## config.mk

```make
export PLATFORM = sky130hd
export DESIGN_NAME = sysex_7bit_pack_unpack
export DESIGN_NICKNAME = d
export VERILOG_FILES = /design/src/design/sysex_pkg.sv /design/src/design/sysex_front.sv /design/src/design/sysex_queue.sv /design/src/design/sysex_back.sv /design/src/design/sysex_7bit_pack_unpack.sv
export SDC_FILE = /design/constraint.sdc
export NUM_CORES = 1
export LEC_CHECK = 0
export BUFFER_PORTS_ARGS = -buffer_cell sky130_fd_sc_hd__buf_2
export CAP_MARGIN = 40
export CORE_ASPECT_RATIO = 0.6
export CORE_MARGIN = 2
export CORE_UTILIZATION = 45
export DETAILED_ROUTE_END_ITERATION = 6
export GPL_ROUTABILITY_DRIVEN = 1
export SLEW_MARGIN = 20
export SYNTH_ARGS = -nofsm -noshare
export SYNTH_HDL_FRONTEND = slang
export SYNTH_SLANG_ARGS = --single-unit
export TNS_END_PERCENT = 50
```

## constraint.sdc

```tcl
create_clock -name clk -period 10.9 [get_ports clk]
set_input_delay 0.545 -clock clk [delete_from_list [all_inputs] [get_ports clk]]
set_output_delay 0.545 -clock clk [all_outputs]
set_load 0.005 [all_outputs]
```

## src/design/sysex_pkg.sv

```systemverilog
// Shared types and constants for the SysEx 7-bit pack/unpack codec.
package sysex_pkg;

  localparam logic [7:0] SYSEX_OPEN  = 8'hF0;
  localparam logic [7:0] SYSEX_CLOSE = 8'hF7;
  localparam int unsigned GROUP_LEN  = 7;
  localparam int unsigned QUEUE_DEPTH = 2;

  localparam logic [1:0] ST_OK    = 2'd0;
  localparam logic [1:0] ST_START = 2'd1;
  localparam logic [1:0] ST_END   = 2'd2;

  localparam logic ACT_UNPACK = 1'b0;
  localparam logic ACT_PACK   = 1'b1;

  typedef struct packed {
    logic       action;
    logic [7:0] data_byte;
    logic       last_byte;
  } in_word_t;

  typedef struct packed {
    logic [7:0] out_byte;
    logic       byte_valid;
    logic       end_of_message;
    logic [1:0] status;
  } out_word_t;

  typedef struct packed {
    logic                      open;
    logic                      grp;
    logic [7:0]                hdr;
    logic [2:0]                cnt;
    logic [GROUP_LEN-1:0][6:0] data;
    logic                      tail;
    out_word_t                 tail_word;
  } cmd_t;

  typedef enum logic [1:0] {
    BK_NEW,
    BK_HDR,
    BK_DATA,
    BK_TAIL
  } bk_state_t;

  typedef enum logic [1:0] {
    K_OPEN,
    K_HDR,
    K_DATA,
    K_TAIL
  } word_kind_t;

endpackage

```

## src/design/sysex_front.sv

```systemverilog
// Front end: accept input words, track message state, issue output commands.
module sysex_front import sysex_pkg::*; (
  input  logic     clk,
  input  logic     rst_n,
  input  logic     in_valid,
  output logic     in_ready,
  input  in_word_t in_word,
  input  logic     q_full,
  output logic     q_push,
  output cmd_t     q_cmd
);

  logic       msg_r, msg_nxt;
  logic [2:0] pos_r, pos_nxt;
  logic [7:0] hdr_r, hdr_nxt;
  logic       serr_r, serr_nxt;
  logic [6:0] store_r [GROUP_LEN];
  logic       wr_en;
  logic [2:0] wr_idx;
  logic       accept;

  assign in_ready = !q_full;
  assign accept   = in_valid && in_ready;

  always_comb begin
    logic [2:0] p;
    logic [7:0] h;
    logic [3:0] np;
    logic [2:0] pm1;
    msg_nxt  = msg_r;
    pos_nxt  = pos_r;
    hdr_nxt  = hdr_r;
    serr_nxt = serr_r;
    wr_en    = 1'b0;
    wr_idx   = pos_r;
    q_cmd    = '0;
    p        = pos_r;
    h        = hdr_r;
    np       = '0;
    pm1      = pos_r - 3'd1;
    if (in_word.action == ACT_PACK) begin
      if (!msg_r) begin
        q_cmd.open = 1'b1;
        q_cmd.tail_word = '0;
        p = '0;
        h = '0;
      end
      if (p == 3'd7) begin
        p = '0;
        h = '0;
      end
      wr_en  = 1'b1;
      wr_idx = p;
      h      = h | (8'(in_word.data_byte[7]) << p);
      np     = {1'b0, p} + 4'd1;
      for (int i = 0; i < GROUP_LEN; i++) begin
        q_cmd.data[i] = (3'(i) == p) ? in_word.data_byte[6:0] : store_r[i];
      end
      if (np == 4'(GROUP_LEN) || in_word.last_byte) begin
        q_cmd.grp = 1'b1;
        q_cmd.cnt = np[2:0];
        q_cmd.hdr = h;
        pos_nxt   = '0;
        hdr_nxt   = '0;
      end else begin
        pos_nxt = np[2:0];
        hdr_nxt = h;
      end
      if (in_word.last_byte) begin
        q_cmd.tail      = 1'b1;
        q_cmd.tail_word = '{SYSEX_CLOSE, 1'b1, 1'b1, ST_OK};
        msg_nxt  = 1'b0;
        pos_nxt  = '0;
        hdr_nxt  = '0;
        serr_nxt = 1'b0;
      end else begin
        msg_nxt = 1'b1;
      end
    end else begin
      if (!msg_r) begin
        serr_nxt = (in_word.data_byte != SYSEX_OPEN);
        msg_nxt  = 1'b1;
        pos_nxt  = '0;
        hdr_nxt  = '0;
        if (in_word.last_byte) begin
          q_cmd.tail      = 1'b1;
          q_cmd.tail_word = '{8'h00, 1'b0, 1'b1, ST_START};
          msg_nxt  = 1'b0;
          serr_nxt = 1'b0;
        end
      end else if (in_word.last_byte) begin
        q_cmd.tail = 1'b1;
        q_cmd.tail_word = '{8'h00, 1'b0, 1'b1,
                            serr_r ? ST_START :
                            (in_word.data_byte != SYSEX_CLOSE) ? ST_END : ST_OK};
        msg_nxt  = 1'b0;
        pos_nxt  = '0;
        hdr_nxt  = '0;
        serr_nxt = 1'b0;
      end else begin
        if (pos_r == 3'd0) begin
          hdr_nxt = in_word.data_byte;
        end else begin
          q_cmd.tail = 1'b1;
          q_cmd.tail_word = '{in_word.data_byte | {hdr_r[pm1], 7'h00},
                              1'b1, 1'b0, ST_OK};
        end
        pos_nxt = (pos_r == 3'd7) ? 3'd0 : pos_r + 3'd1;
      end
    end
  end

  assign q_push = accept && (q_cmd.open || q_cmd.grp || q_cmd.tail);

  always_ff @(posedge clk) begin
    if (!rst_n) begin
      msg_r  <= 1'b0;
      pos_r  <= '0;
      hdr_r  <= '0;
      serr_r <= 1'b0;
    end else if (accept) begin
      msg_r  <= msg_nxt;
      pos_r  <= pos_nxt;
      hdr_r  <= hdr_nxt;
      serr_r <= serr_nxt;
    end
  end

  always_ff @(posedge clk) begin
    if (accept && wr_en) begin
      store_r[wr_idx] <= in_word.data_byte[6:0];
    end
  end

endmodule

```

## src/design/sysex_queue.sv

```systemverilog
// Short command queue between the front and back ends.
module sysex_queue import sysex_pkg::*; #(
  parameter int unsigned DEPTH = QUEUE_DEPTH
) (
  input  logic clk,
  input  logic rst_n,
  input  logic push,
  input  cmd_t push_cmd,
  output logic full,
  input  logic pop,
  output logic head_valid,
  output cmd_t head_cmd
);

  localparam int unsigned PW = (DEPTH > 1) ? $clog2(DEPTH) : 1;
  localparam int unsigned CW = $clog2(DEPTH + 1);

  cmd_t          mem_r [DEPTH];
  logic [PW-1:0] wp_r, wp_nxt;
  logic [PW-1:0] rp_r, rp_nxt;
  logic [CW-1:0] cnt_r, cnt_nxt;
  logic          do_push, do_pop;

  assign full       = (cnt_r == CW'(DEPTH));
  assign head_valid = (cnt_r != '0);
  assign head_cmd   = mem_r[rp_r];
  assign do_push    = push && !full;
  assign do_pop     = pop && head_valid;

  always_comb begin
    wp_nxt  = wp_r;
    rp_nxt  = rp_r;
    cnt_nxt = cnt_r;
    if (do_push) begin
      wp_nxt = (wp_r == PW'(DEPTH - 1)) ? '0 : wp_r + PW'(1);
    end
    if (do_pop) begin
      rp_nxt = (rp_r == PW'(DEPTH - 1)) ? '0 : rp_r + PW'(1);
    end
    if (do_push && !do_pop) begin
      cnt_nxt = cnt_r + CW'(1);
    end else if (do_pop && !do_push) begin
      cnt_nxt = cnt_r - CW'(1);
    end
  end

  always_ff @(posedge clk) begin
    if (!rst_n) begin
      wp_r  <= '0;
      rp_r  <= '0;
      cnt_r <= '0;
    end else begin
      wp_r  <= wp_nxt;
      rp_r  <= rp_nxt;
      cnt_r <= cnt_nxt;
    end
  end

  always_ff @(posedge clk) begin
    if (do_push) begin
      mem_r[wp_r] <= push_cmd;
    end
  end

  a_cnt_bound: assert property (@(posedge clk) disable iff (!rst_n)
    cnt_r <= CW'(DEPTH))
    else $error("queue count above depth");

  a_no_push_when_full: assert property (@(posedge clk) disable iff (!rst_n)
    !(push && full))
    else $error("push while full");

  a_no_pop_when_empty: assert property (@(posedge clk) disable iff (!rst_n)
    pop |-> head_valid)
    else $error("pop while empty");

endmodule

```

## src/design/sysex_back.sv

```systemverilog
// Back end: expand queued commands into output words behind an output register.
module sysex_back import sysex_pkg::*; (
  input  logic      clk,
  input  logic      rst_n,
  input  logic      head_valid,
  input  cmd_t      head_cmd,
  output logic      pop,
  output logic      out_valid,
  input  logic      out_ready,
  output out_word_t out_word
);

  bk_state_t  state_r, state_nxt;
  logic [2:0] idx_r, idx_nxt;
  logic       out_valid_r;
  out_word_t  out_word_r;
  word_kind_t kind;
  out_word_t  cur_word;
  logic       fire;
  logic [3:0] idx_inc;

  assign fire    = head_valid && (!out_valid_r || out_ready);
  assign idx_inc = {1'b0, idx_r} + 4'd1;

  always_comb begin
    unique case (state_r)
      BK_NEW:  kind = head_cmd.open ? K_OPEN : head_cmd.grp ? K_HDR : K_TAIL;
      BK_HDR:  kind = K_HDR;
      BK_DATA: kind = K_DATA;
      BK_TAIL: kind = K_TAIL;
      default: kind = K_TAIL;
    endcase
    unique case (kind)
      K_OPEN:  cur_word = '{SYSEX_OPEN, 1'b1, 1'b0, ST_OK};
      K_HDR:   cur_word = '{head_cmd.hdr, 1'b1, 1'b0, ST_OK};
      K_DATA:  cur_word = '{{1'b0, head_cmd.data[idx_r]}, 1'b1, 1'b0, ST_OK};
      K_TAIL:  cur_word = head_cmd.tail_word;
      default: cur_word = head_cmd.tail_word;
    endcase
  end

  always_comb begin
    state_nxt = state_r;
    idx_nxt   = idx_r;
    pop       = 1'b0;
    if (fire) begin
      unique case (kind)
        K_OPEN: begin
          if (head_cmd.grp) begin
            state_nxt = BK_HDR;
          end else if (head_cmd.tail) begin
            state_nxt = BK_TAIL;
          end else begin
            state_nxt = BK_NEW;
            pop       = 1'b1;
          end
        end
        K_HDR: begin
          state_nxt = BK_DATA;
          idx_nxt   = '0;
        end
        K_DATA: begin
          if (idx_inc < {1'b0, head_cmd.cnt}) begin
            state_nxt = BK_DATA;
            idx_nxt   = idx_inc[2:0];
          end else if (head_cmd.tail) begin
            state_nxt = BK_TAIL;
          end else begin
            state_nxt = BK_NEW;
            pop       = 1'b1;
          end
        end
        K_TAIL: begin
          state_nxt = BK_NEW;
          pop       = 1'b1;
        end
        default: begin
          state_nxt = BK_NEW;
        end
      endcase
    end
  end

  always_ff @(posedge clk) begin
    if (!rst_n) begin
      state_r     <= BK_NEW;
      idx_r       <= '0;
      out_valid_r <= 1'b0;
    end else begin
      state_r <= state_nxt;
      idx_r   <= idx_nxt;
      if (fire) begin
        out_valid_r <= 1'b1;
      end else if (out_ready) begin
        out_valid_r <= 1'b0;
      end
    end
  end

  always_ff @(posedge clk) begin
    if (fire) begin
      out_word_r <= cur_word;
    end
  end

  assign out_valid = out_valid_r;
  assign out_word  = out_word_r;

  a_data_in_range: assert property (@(posedge clk) disable iff (!rst_n)
    (head_valid && state_r == BK_DATA) |-> ({1'b0, idx_r} < {1'b0, head_cmd.cnt}))
    else $error("data index past group length");

  a_status_on_close: assert property (@(posedge clk) disable iff (!rst_n)
    out_valid_r |-> (out_word_r.status == ST_OK || out_word_r.end_of_message))
    else $error("error status on a non-closing word");

  a_close_no_byte_err: assert property (@(posedge clk) disable iff (!rst_n)
    (out_valid_r && out_word_r.status != ST_OK) |-> !out_word_r.byte_valid)
    else $error("error status with a byte attached");

endmodule

```

## src/design/sysex_7bit_pack_unpack.sv

```systemverilog
// Top level of the SysEx 7-bit pack/unpack codec.
// The first output word passes through a command queue entry and then the output register.
// Throughput: one word per cycle while out_ready is high; a packed word yields 0 to 9 outputs.
// Input stalls only when the command queue (QDEPTH entries) is full.
// Reset (rst_n low, synchronous) closes any open message and empties the queue.
// The group byte store is not cleared by reset.
module sysex_7bit_pack_unpack import sysex_pkg::*; #(
  parameter int unsigned QDEPTH = QUEUE_DEPTH
) (
  input  logic      clk,
  input  logic      rst_n,
  input  logic      in_valid,
  output logic      in_ready,
  input  in_word_t  in_word,
  output logic      out_valid,
  input  logic      out_ready,
  output out_word_t out_word
);

  logic q_full;
  logic q_push;
  cmd_t q_cmd;
  logic q_pop;
  logic q_head_valid;
  cmd_t q_head;

  sysex_front u_front (
    .clk      (clk),
    .rst_n    (rst_n),
    .in_valid (in_valid),
    .in_ready (in_ready),
    .in_word  (in_word),
    .q_full   (q_full),
    .q_push   (q_push),
    .q_cmd    (q_cmd)
  );

  sysex_queue #(
    .DEPTH (QDEPTH)
  ) u_queue (
    .clk        (clk),
    .rst_n      (rst_n),
    .push       (q_push),
    .push_cmd   (q_cmd),
    .full       (q_full),
    .pop        (q_pop),
    .head_valid (q_head_valid),
    .head_cmd   (q_head)
  );

  sysex_back u_back (
    .clk        (clk),
    .rst_n      (rst_n),
    .head_valid (q_head_valid),
    .head_cmd   (q_head),
    .pop        (q_pop),
    .out_valid  (out_valid),
    .out_ready  (out_ready),
    .out_word   (out_word)
  );

endmodule
```

Word level (Yosys, flattened, before mapping):

Memories as Yosys holds them, arrays and structs flattened. A register that Yosys moved wholly into a read port is not among the register bits.
Cells that the tools add are included.
Widths: inputs -> output; s select.

* bits in writable memories: 199
* bits in registers: 35
* output and inout port bits: 14
* memories: 2
* logic and storage cells: 151
* input port bits: 14

Memories
* u_queue.mem_r: words 2, bits a word 75, read ports 1, clocked after Yosys merged registers in 1, wr ports 1, RTL line sysex_queue.sv:18 `cmd_t mem_r [DEPTH];`
* u_front.store_r: words 7, bits a word 7, read ports 7, clocked after Yosys merged registers in 0, wr ports 1, RTL line sysex_front.sv:17 `logic [6:0] store_r [GROUP_LEN];`

* bitwise gates (word level): 2
* reduce and logical (&&, ||, !) cells: 26
* equality and inequality tests: 20
* add/subtract/negate cells: 8
* shift-type cells: 1
* multiplexer cells: 75
* $lt $le $gt $ge: 3

Operator list (count)
* $mux 13: 6
* $mux 8: 9
* $mux 62: 1
* $mux 7: 8
* $pmux 12 s4: 1
* $mux 3: 12
* $mux 1: 22
* $bmux 7 s3: 1
* $mux 2: 9
* $ne 8x8->1 const B: 2
* $or 8x8->8: 2
* $pmux 2 s4: 2
* $mux 12: 1
* $eq 2x2->1 const B: 5
* $eq 3x3->1 const A: 3
* $add 3x1->4 const B: 2
* $logic_and 1x1->1: 8
* $lt 3x4->1 const B: 2
* $reduce_bool 2->1: 4
* $shl 1x3->8: 1
* $eq 2x3->1 const A: 2
* $eq 3x3->1 const B: 2
* $logic_not 3->1: 2
* $pmux 3 s2: 1
* other kinds (18): 27

Longest topological paths before layout:

* word-level depth: 18
* mapped depth: 16
* depth with buffers taken out: 13

Modules after synthesis:

Synthesis repeated with hierarchy kept, for this count alone.

* cell total of the unflattened synthesis: 809
* area, all modules: 10871.7 sq um

By module, submodules not included
* sysex_queue: cells an instance 258, sequential area each 4604.4 sq um, area each 5659.2 sq um, instances 1
* sysex_front: cells an instance 394, sequential area each 1731.7 sq um, area each 3663.5 sq um, instances 1
* sysex_back: cells an instance 157, sequential area each 480.5 sq um, area each 1549.0 sq um, instances 1

Least setup slack after synthesis:

No wires, ideal clock.

* kind: register to register
* start: register u_front.msg_r
* end: memory u_queue.mem_r[1][0] (netlist name) (enable)
* path buffers: 4
* required time: 10.458 ns
* path slack: 5.859 ns
* arrival: 4.600 ns
* stages on the path, launching flop included: 14
* period minus slack after synthesis: 5.041 ns
* setup time: 0.442 ns
* cell sequence: dfxtp_1 -> clkbuf_1 -> nand2_1 -> inv_1 -> ha_1 -> and3b_1 -> buf_4 -> inv_1 -> buf_2 -> buf_2 -> ha_1 -> a311oi_4 -> o311a_1 -> and2_1

* word-level cells in the longest chain between the ends: 16
* elaborated cells on any way between the ends: 19
* classes of those cells: 1 x add/sub; 2 x eq/ne; 11 x mux; 5 x reduce/logical

RTL lines
* start: declaration: RTL line sysex_front.sv:13 `logic msg_r, msg_nxt;`
* start signal: assignment: RTL line sysex_front.sv:122 `msg_r <= msg_nxt;`
* $mux 3: RTL line sysex_front.sv:42 `if (!msg_r) begin`
* $mux 3: RTL line sysex_front.sv:41 `if (in_word.action == ACT_PACK) begin`
* $eq 3x3->1: RTL line sysex_front.sv:48 `if (p == 3'd7) begin`
* $mux 3: RTL line sysex_front.sv:48
* $mux 3: RTL line sysex_front.sv:41
* $add 3x1->4: RTL line sysex_front.sv:55 `np = {1'b0, p} + 4'd1;`
* $eq 4x3->1: RTL line sysex_front.sv:59 `if (np == 4'(GROUP_LEN) || in_word.last_byte) begin`
* $logic_or 1x1->1: RTL line sysex_front.sv:59
* $mux 12: RTL line sysex_front.sv:59
* $mux 62: RTL line sysex_front.sv:41
* $logic_or 1x1->1: RTL line sysex_front.sv:113 `assign q_push = accept && (q_cmd.open || q_cmd.grp || q_cmd.tail);`
* $logic_or 1x1->1 (*): RTL line sysex_front.sv:113
* $logic_and 1x1->1 (*): RTL line sysex_front.sv:113
* $logic_and 1x1->1 (*): RTL line sysex_queue.sv:27 `assign do_push = push && !full;`
* named net u_queue.do_push: RTL line sysex_queue.sv:22 `logic do_push, do_pop;`
* $mux 1 (*): RTL line sysex_queue.sv:60 `if (do_push) begin`
* $mux 1 (implied by the code) (*): RTL line sysex_queue.sv:61 `mem_r[wp_r] <= push_cmd;`
* end: declaration: RTL line sysex_queue.sv:18

The timed path passes the listed nets; every way through them passes the cells marked *. The select of a mux whose other input is x is not followed.

Worst setup path after layout:

* start: register u_front.pos_r[0]
* end: memory u_queue.mem_r[0][3] (netlist name) (enable)

* word-level cells in the longest chain between the ends: 16
* elaborated cells on any way between the ends: 21
* classes of those cells: 1 x add/sub; 2 x eq/ne; 12 x mux; 6 x reduce/logical

RTL lines
* start: declaration: RTL line sysex_front.sv:14 `logic [2:0] pos_r, pos_nxt;`
* start signal: assignment: RTL line sysex_front.sv:123 `pos_r <= pos_nxt;`
* $mux 3: RTL line sysex_front.sv:42
* $mux 3: RTL line sysex_front.sv:41
* $eq 3x3->1: RTL line sysex_front.sv:48
* $mux 3: RTL line sysex_front.sv:48
* $mux 3: RTL line sysex_front.sv:41
* $add 3x1->4: RTL line sysex_front.sv:55
* $eq 4x3->1: RTL line sysex_front.sv:59
* $logic_or 1x1->1: RTL line sysex_front.sv:59
* $mux 12: RTL line sysex_front.sv:59
* $mux 62: RTL line sysex_front.sv:41
* $logic_or 1x1->1: RTL line sysex_front.sv:113
* $logic_or 1x1->1 (*): RTL line sysex_front.sv:113
* $logic_and 1x1->1 (*): RTL line sysex_front.sv:113
* $logic_and 1x1->1 (*): RTL line sysex_queue.sv:27
* named net u_queue.do_push: RTL line sysex_queue.sv:22
* $mux 1 (*): RTL line sysex_queue.sv:60
* $mux 1 (implied by the code) (*): RTL line sysex_queue.sv:61

Marked as above.

==> flow_results.org <==
** Clock tree
- The cell sitting at the root of the clock tree is a sky130_fd_sc_hd__clkbuf_16.
- Resize count post-CTS :: 0
- Counting the buffers created by CTS gives 23.
- The number of setup buffers added after CTS is 0.
- Register clock-pin slew on the reported worst setup and hold paths :: 0.07 ns
- In this run the number of H-tree levels came out at 1.
- Clock latency on the worst-skew pair, taken at its later pin, is 0.51 ns.
- Buffers inserted to repair hold after CTS numbered 0.
- Clock sinks :: 235
- TritonCTS built the clock tree.
- Maximum number of buffers from clock root to sink :: 3

** Finish
- Share of final-layout standard cells stronger than drive strength 1 :: 0.1393
- Compared with the post-synthesis result, the final layout area differs by 10.30%.
- 0 antenna diodes ended up in the layout.
- After the last flow step, the layout net total stands at 822.

** Yosys
- Counting flops and latches in the post-synthesis netlist gives roughly 240.
- The area fraction in compound gates after synthesis is 0.07516.
- Count of mapped cells out of synthesis :: just under 800
- In the synthesized netlist the async set-or-reset flop fraction comes to 0.
- Xor-xnor portion of the synthesized cell area :: 0.003320
- Number of enable flip-flop cells after synthesis :: 211
- Cell accounting for the most synthesized area :: sky130_fd_sc_hd__edfxtp_1
- Yosys cell types :: 66
- Avg Synthesized Cell Area :: about 14 µm²
- Of the synthesized area, sequential elements account for 0.6459.
- Largest cells by area after synthesis :: sky130_fd_sc_hd__edfxtp_1 60%, sky130_fd_sc_hd__dfxtp_1 4.6%, sky130_fd_sc_hd__mux4_2 4.1%, sky130_fd_sc_hd__mux2i_1 3.9%, sky130_fd_sc_hd__nand2_1 3.8%
- Share of the synthesized area in the top cell type :: 0.6004
- Dominant combinational cell family by area after synthesis :: multiplexers
- Of the total synthesized cell area, the portion taken by full adders, half adders and majority gates is 0.01541.
- Most frequent cells after synthesis :: 211 x sky130_fd_sc_hd__edfxtp_1, 106 x sky130_fd_sc_hd__nand2_1, 56 x sky130_fd_sc_hd__nor2_1, 50 x sky130_fd_sc_hd__a21oi_1, 41 x sky130_fd_sc_hd__mux2i_1
- By instance count, the leading cell after synthesis is sky130_fd_sc_hd__edfxtp_1.
- Main flop type after synthesis :: sky130_fd_sc_hd__edfxtp_1
- Total standard cell area after synthesis :: 0.01055 mm²
- During synthesis, Yosys emitted a total of 0 warnings.
- Of the post-synthesis cell area, the part taken by muxes is 0.1196.
- Area share of and/or/nand/nor cells after synthesis :: 0.1105
- The number of nets in the synthesized netlist is about 810.

** Place
- The HPWL after detailed placement is 18320 µm.
- At the placement stage, the worst setup path has a slack of 5.679 ns.
- Input/output buffers :: 27
- At the end of routability-driven placement, the weighted congestion stood at 0.8737.

** Setup path
- Counting both buffers and inverters, the worst setup path holds a total of 3.
- Startpoint-to-endpoint class of the critical path :: flip-flop to flip-flop
- Setup slack on the worst reg-to-reg path comes out at roughly 5.6 ns.
- Endpoint of the worst register-to-register path :: u_queue.mem_r[0][3]
- For this design, the slowest cell found on the critical path is sky130_fd_sc_hd__and3b_1.
- For this run, the slowest stage of the critical path takes 0.76 ns.
- Critical path startpoint :: u_front.pos_r[0]
- Capture point of the worst path :: u_queue.mem_r[0][3]
- Number of gates on the worst path with buffers counted :: 10
- Critical path peak fanout :: 52
- Cell breakdown of the critical path :: nand2_1 > inv_1 > ha_1 > and3b_1 > inv_1 > ha_1 > a311oi_4 > o311a_1 > and2b_2 > buf_4
- Data on the critical path is required at its endpoint by roughly 11 ns.
- Reg-to-reg startpoint :: u_front.pos_r[0]
- Sort of element at the start of the critical path :: flip-flop
- Worst reg-to-reg path cell count :: 10
- STA puts the critical path data arrival time at 5.42 ns.
- The worst setup path is captured at a flip-flop.
- Gate family responsible for the most delay along the worst path :: simple AND/OR/NAND/NOR gates

** Detailed routing
- Via count :: between 6k and 7k
- Iteration count of the initial detailed-routing pass :: 7
- The final layout contains routed wiring with a total length of around 27000 µm.
- Antenna-violating nets left :: 0
- The detailed router finished its first iteration with 741 violations.
- DR vias/cell :: 5.844
- After detailed routing, the average wire length per cell comes to 23.74 µm.
- After detailed routing, the number of remaining DRC violations is 0.

** Timing
- Crit share post-route :: 0.4849
- Final Hold Violating Endpoints :: 0
- Final-report setup violation count :: 0
- The worst path in the final design needs a cycle of 5.285 ns, including I/O delays and setup.
- Maximum operating frequency :: between 0.15 and 0.2 GHz
- The final max-slew violation count came to 0.
- Setup repair after global routing left no endpoint under its margin.
- Post-route clock skew :: around 0.017 ns
- Post-layout worst setup margin :: about 5.6 ns
- In this run the tightest slew margin relative to its limit is 0.4255.
- In the final timing run, aggregate negative setup slack is 0 ns.
- Worst slew pin tran :: roughly 0.86 ns

** Floorplan
- The initial utilization of the core area, before any placement, comes to 0.4573.
- The die is ~120 µm tall.
- Number of core rows :: 43
- Num ports :: 28
- In this run the horizontal extent of the chip is 201.7 µm.
- Full die area :: 0.02473 mm²
- Area of the placeable core :: roughly 0.023 mm²

** Global routing
- Pin count of the biggest net entering global routing :: 53
- Across every metal layer, demand over resource in global routing totals 0.2193.
- The initial antenna violation count is 1.
- Vias in the first global route :: 6244
- The total overflow left after global routing is 0.
- The first global-routing pass estimated 39570 µm of wire.

** Job
- The tool flagged a number of max-cap violations equal to 0.

** Run status
- Outcome :: finished clean

** Power and ir drop
- Total power divided by cell area :: 216.8 mW/mm²
- Leak Pwr :: 3.900 nW
- The share of total power dissipated in the clock network is 0.289.
- Switching fraction of total power :: 0.3004
- Of the total power, combinational logic draws 0.234.
- Max IR drop VDD :: 0.1024 mV
- Of the total power, registers draw 0.476.
- Power Internal :: 1.766 mW
- NetSw :: 758.2 µW

** Min path
- Type of the worst min-delay path :: input port to flip-flop
how the worst min path moves through the flow:
stage,depth (start not counted),startpoint,slack [ns],endpoint
floorplan,2,u_front.serr_r,0.48,u_front.serr_r
global placement,2,u_front.serr_r,0.52,u_front.serr_r
detailed placement,2,u_queue.cnt_r[1],0.53,u_queue.cnt_r[1]
CTS,1,in_word[0],0.38,u_queue.mem_r[0][2]
global route,1,in_word[0],0.40,u_queue.mem_r[0][2]
finish,1,in_word[0],0.40,u_queue.mem_r[0][2]
cells by family (layout without fill, tap and decap cells):
| kind of cell | Yosys count | in the layout |
|---|---|---|
| DFF | 235 | 235 |
| AOI/OAI and AO/OA | 124 | 124 |
| and+or+nand+nor | 255 | 255 |
| buffers and inverters | 67 | 97 |
| xor gates and xnor gates | 4 | 4 |
| adders and majority gates | 13 | 13 |
| muxes | 83 | 83 |
cells in the final DEF (no fill, tap or decap), types with 4 or more instances in the layout:
cell type	instances
sky130_fd_sc_hd__mux2_2	12
sky130_fd_sc_hd__nand3_1	34
sky130_fd_sc_hd__nor2_1	56
sky130_fd_sc_hd__nor3b_1	4
sky130_fd_sc_hd__inv_1	13
sky130_fd_sc_hd__and2_1	5
sky130_fd_sc_hd__o22ai_1	8
sky130_fd_sc_hd__clkbuf_16	23
sky130_fd_sc_hd__clkbuf_1	7
sky130_fd_sc_hd__nand2_1	106
sky130_fd_sc_hd__mux2i_1	41
sky130_fd_sc_hd__buf_2	29
sky130_fd_sc_hd__o21ai_0	20
sky130_fd_sc_hd__nor4_1	6
sky130_fd_sc_hd__mux4_1	11
sky130_fd_sc_hd__mux4_2	19
sky130_fd_sc_hd__nor2b_1	10
sky130_fd_sc_hd__nand2b_1	5
sky130_fd_sc_hd__buf_4	9
sky130_fd_sc_hd__nand4_1	5
sky130_fd_sc_hd__nor3_1	9
sky130_fd_sc_hd__a22oi_1	5
sky130_fd_sc_hd__ha_1	13
sky130_fd_sc_hd__clkinv_1	5
sky130_fd_sc_hd__a21oi_1	50
sky130_fd_sc_hd__edfxtp_1	211
sky130_fd_sc_hd__dfxtp_1	23
sky130_fd_sc_hd__o211ai_1	8
sequential cells by signal, summed over array words and instances (netlist names), named ones only:
name and flops:
u_back.idx_r 3, u_queue.rp_r 1, u_front.pos_r 3, u_front.msg_r 1, u_back.out_valid 1, u_queue.mem_r 150, u_queue.wp_r 1, u_queue.cnt_r 2
u_back.out_word 12, u_front.store_r 49, u_back.state_r 2, u_front.hdr_r 8, u_front.serr_r 1
stage by stage:
stage | cells | instance area, µm² | total power, mW | utilization | hold WS (ns)
6_report | 1126 | 11640 | 2.524 | 0.5044 | 0.4033
5_1_grt | 1126 | 11640 | 2.642 | 0.5044 | 0.3962
4_1_cts | 1126 | 11640 | 2.538 | 0.5044 | 0.3764
3_5_place_dp | 1085 | 10960 | 1.807 | 0.4748 | 0.5331
3_3_place_gp | 1079 | 10890 | 1.787 | 0.4716 | 0.5151
2_1_floorplan | 781 | 10550 | 1.624 | - | 0.4764
power groups by stage:
stage	clock network, mW	registers [mW]	logic [mW]
2_1_floorplan	0	1.19	0.436
3_3_place_gp	0	1.22	0.572
3_5_place_dp	0	1.22	0.584
4_1_cts	0.747	1.20	0.587
5_1_grt	0.784	1.22	0.642
6_report	0.730	1.20	0.591
worst register-to-register path: stages, from the launching register on:
cell                       delay (ns)
sky130_fd_sc_hd__dfxtp_1         0.50
sky130_fd_sc_hd__nand2_1         0.24
sky130_fd_sc_hd__inv_1           0.10
sky130_fd_sc_hd__ha_1            0.27
sky130_fd_sc_hd__and3b_1         0.76
sky130_fd_sc_hd__inv_1           0.60
sky130_fd_sc_hd__ha_1            0.52
sky130_fd_sc_hd__a311oi_4        0.30
sky130_fd_sc_hd__o311a_1         0.28
sky130_fd_sc_hd__and2b_2         0.58
sky130_fd_sc_hd__buf_4           0.72
cell type report:
| type | instances | area, µm² |
|---|---|---|
| Fill cell | 1957 | 11440 |
| Clock inverter | 9 | 53.80 |
| Multi-Input combinational cell | 479 | 3423 |
| Tap cell | 315 | 394.1 |
| Clock buffer | 32 | 629.4 |
| Inverter | 16 | 60.06 |
| Sequential cell | 235 | 6820 |
| Timing Repair Buffer | 40 | 260.3 |
per-layer routing:
| layer | GRT usage | routed length (µm) |
|---|---|---|
| met4 | 0.04044 | 421 |
| met5 | 0 | 23 |
| met2 | 0.2825 | 10250 |
| met3 | 0.07621 | 2794 |
| met1 | 0.3514 | 13240 |
No activity file was read; power rests on OpenSTA's default activity.
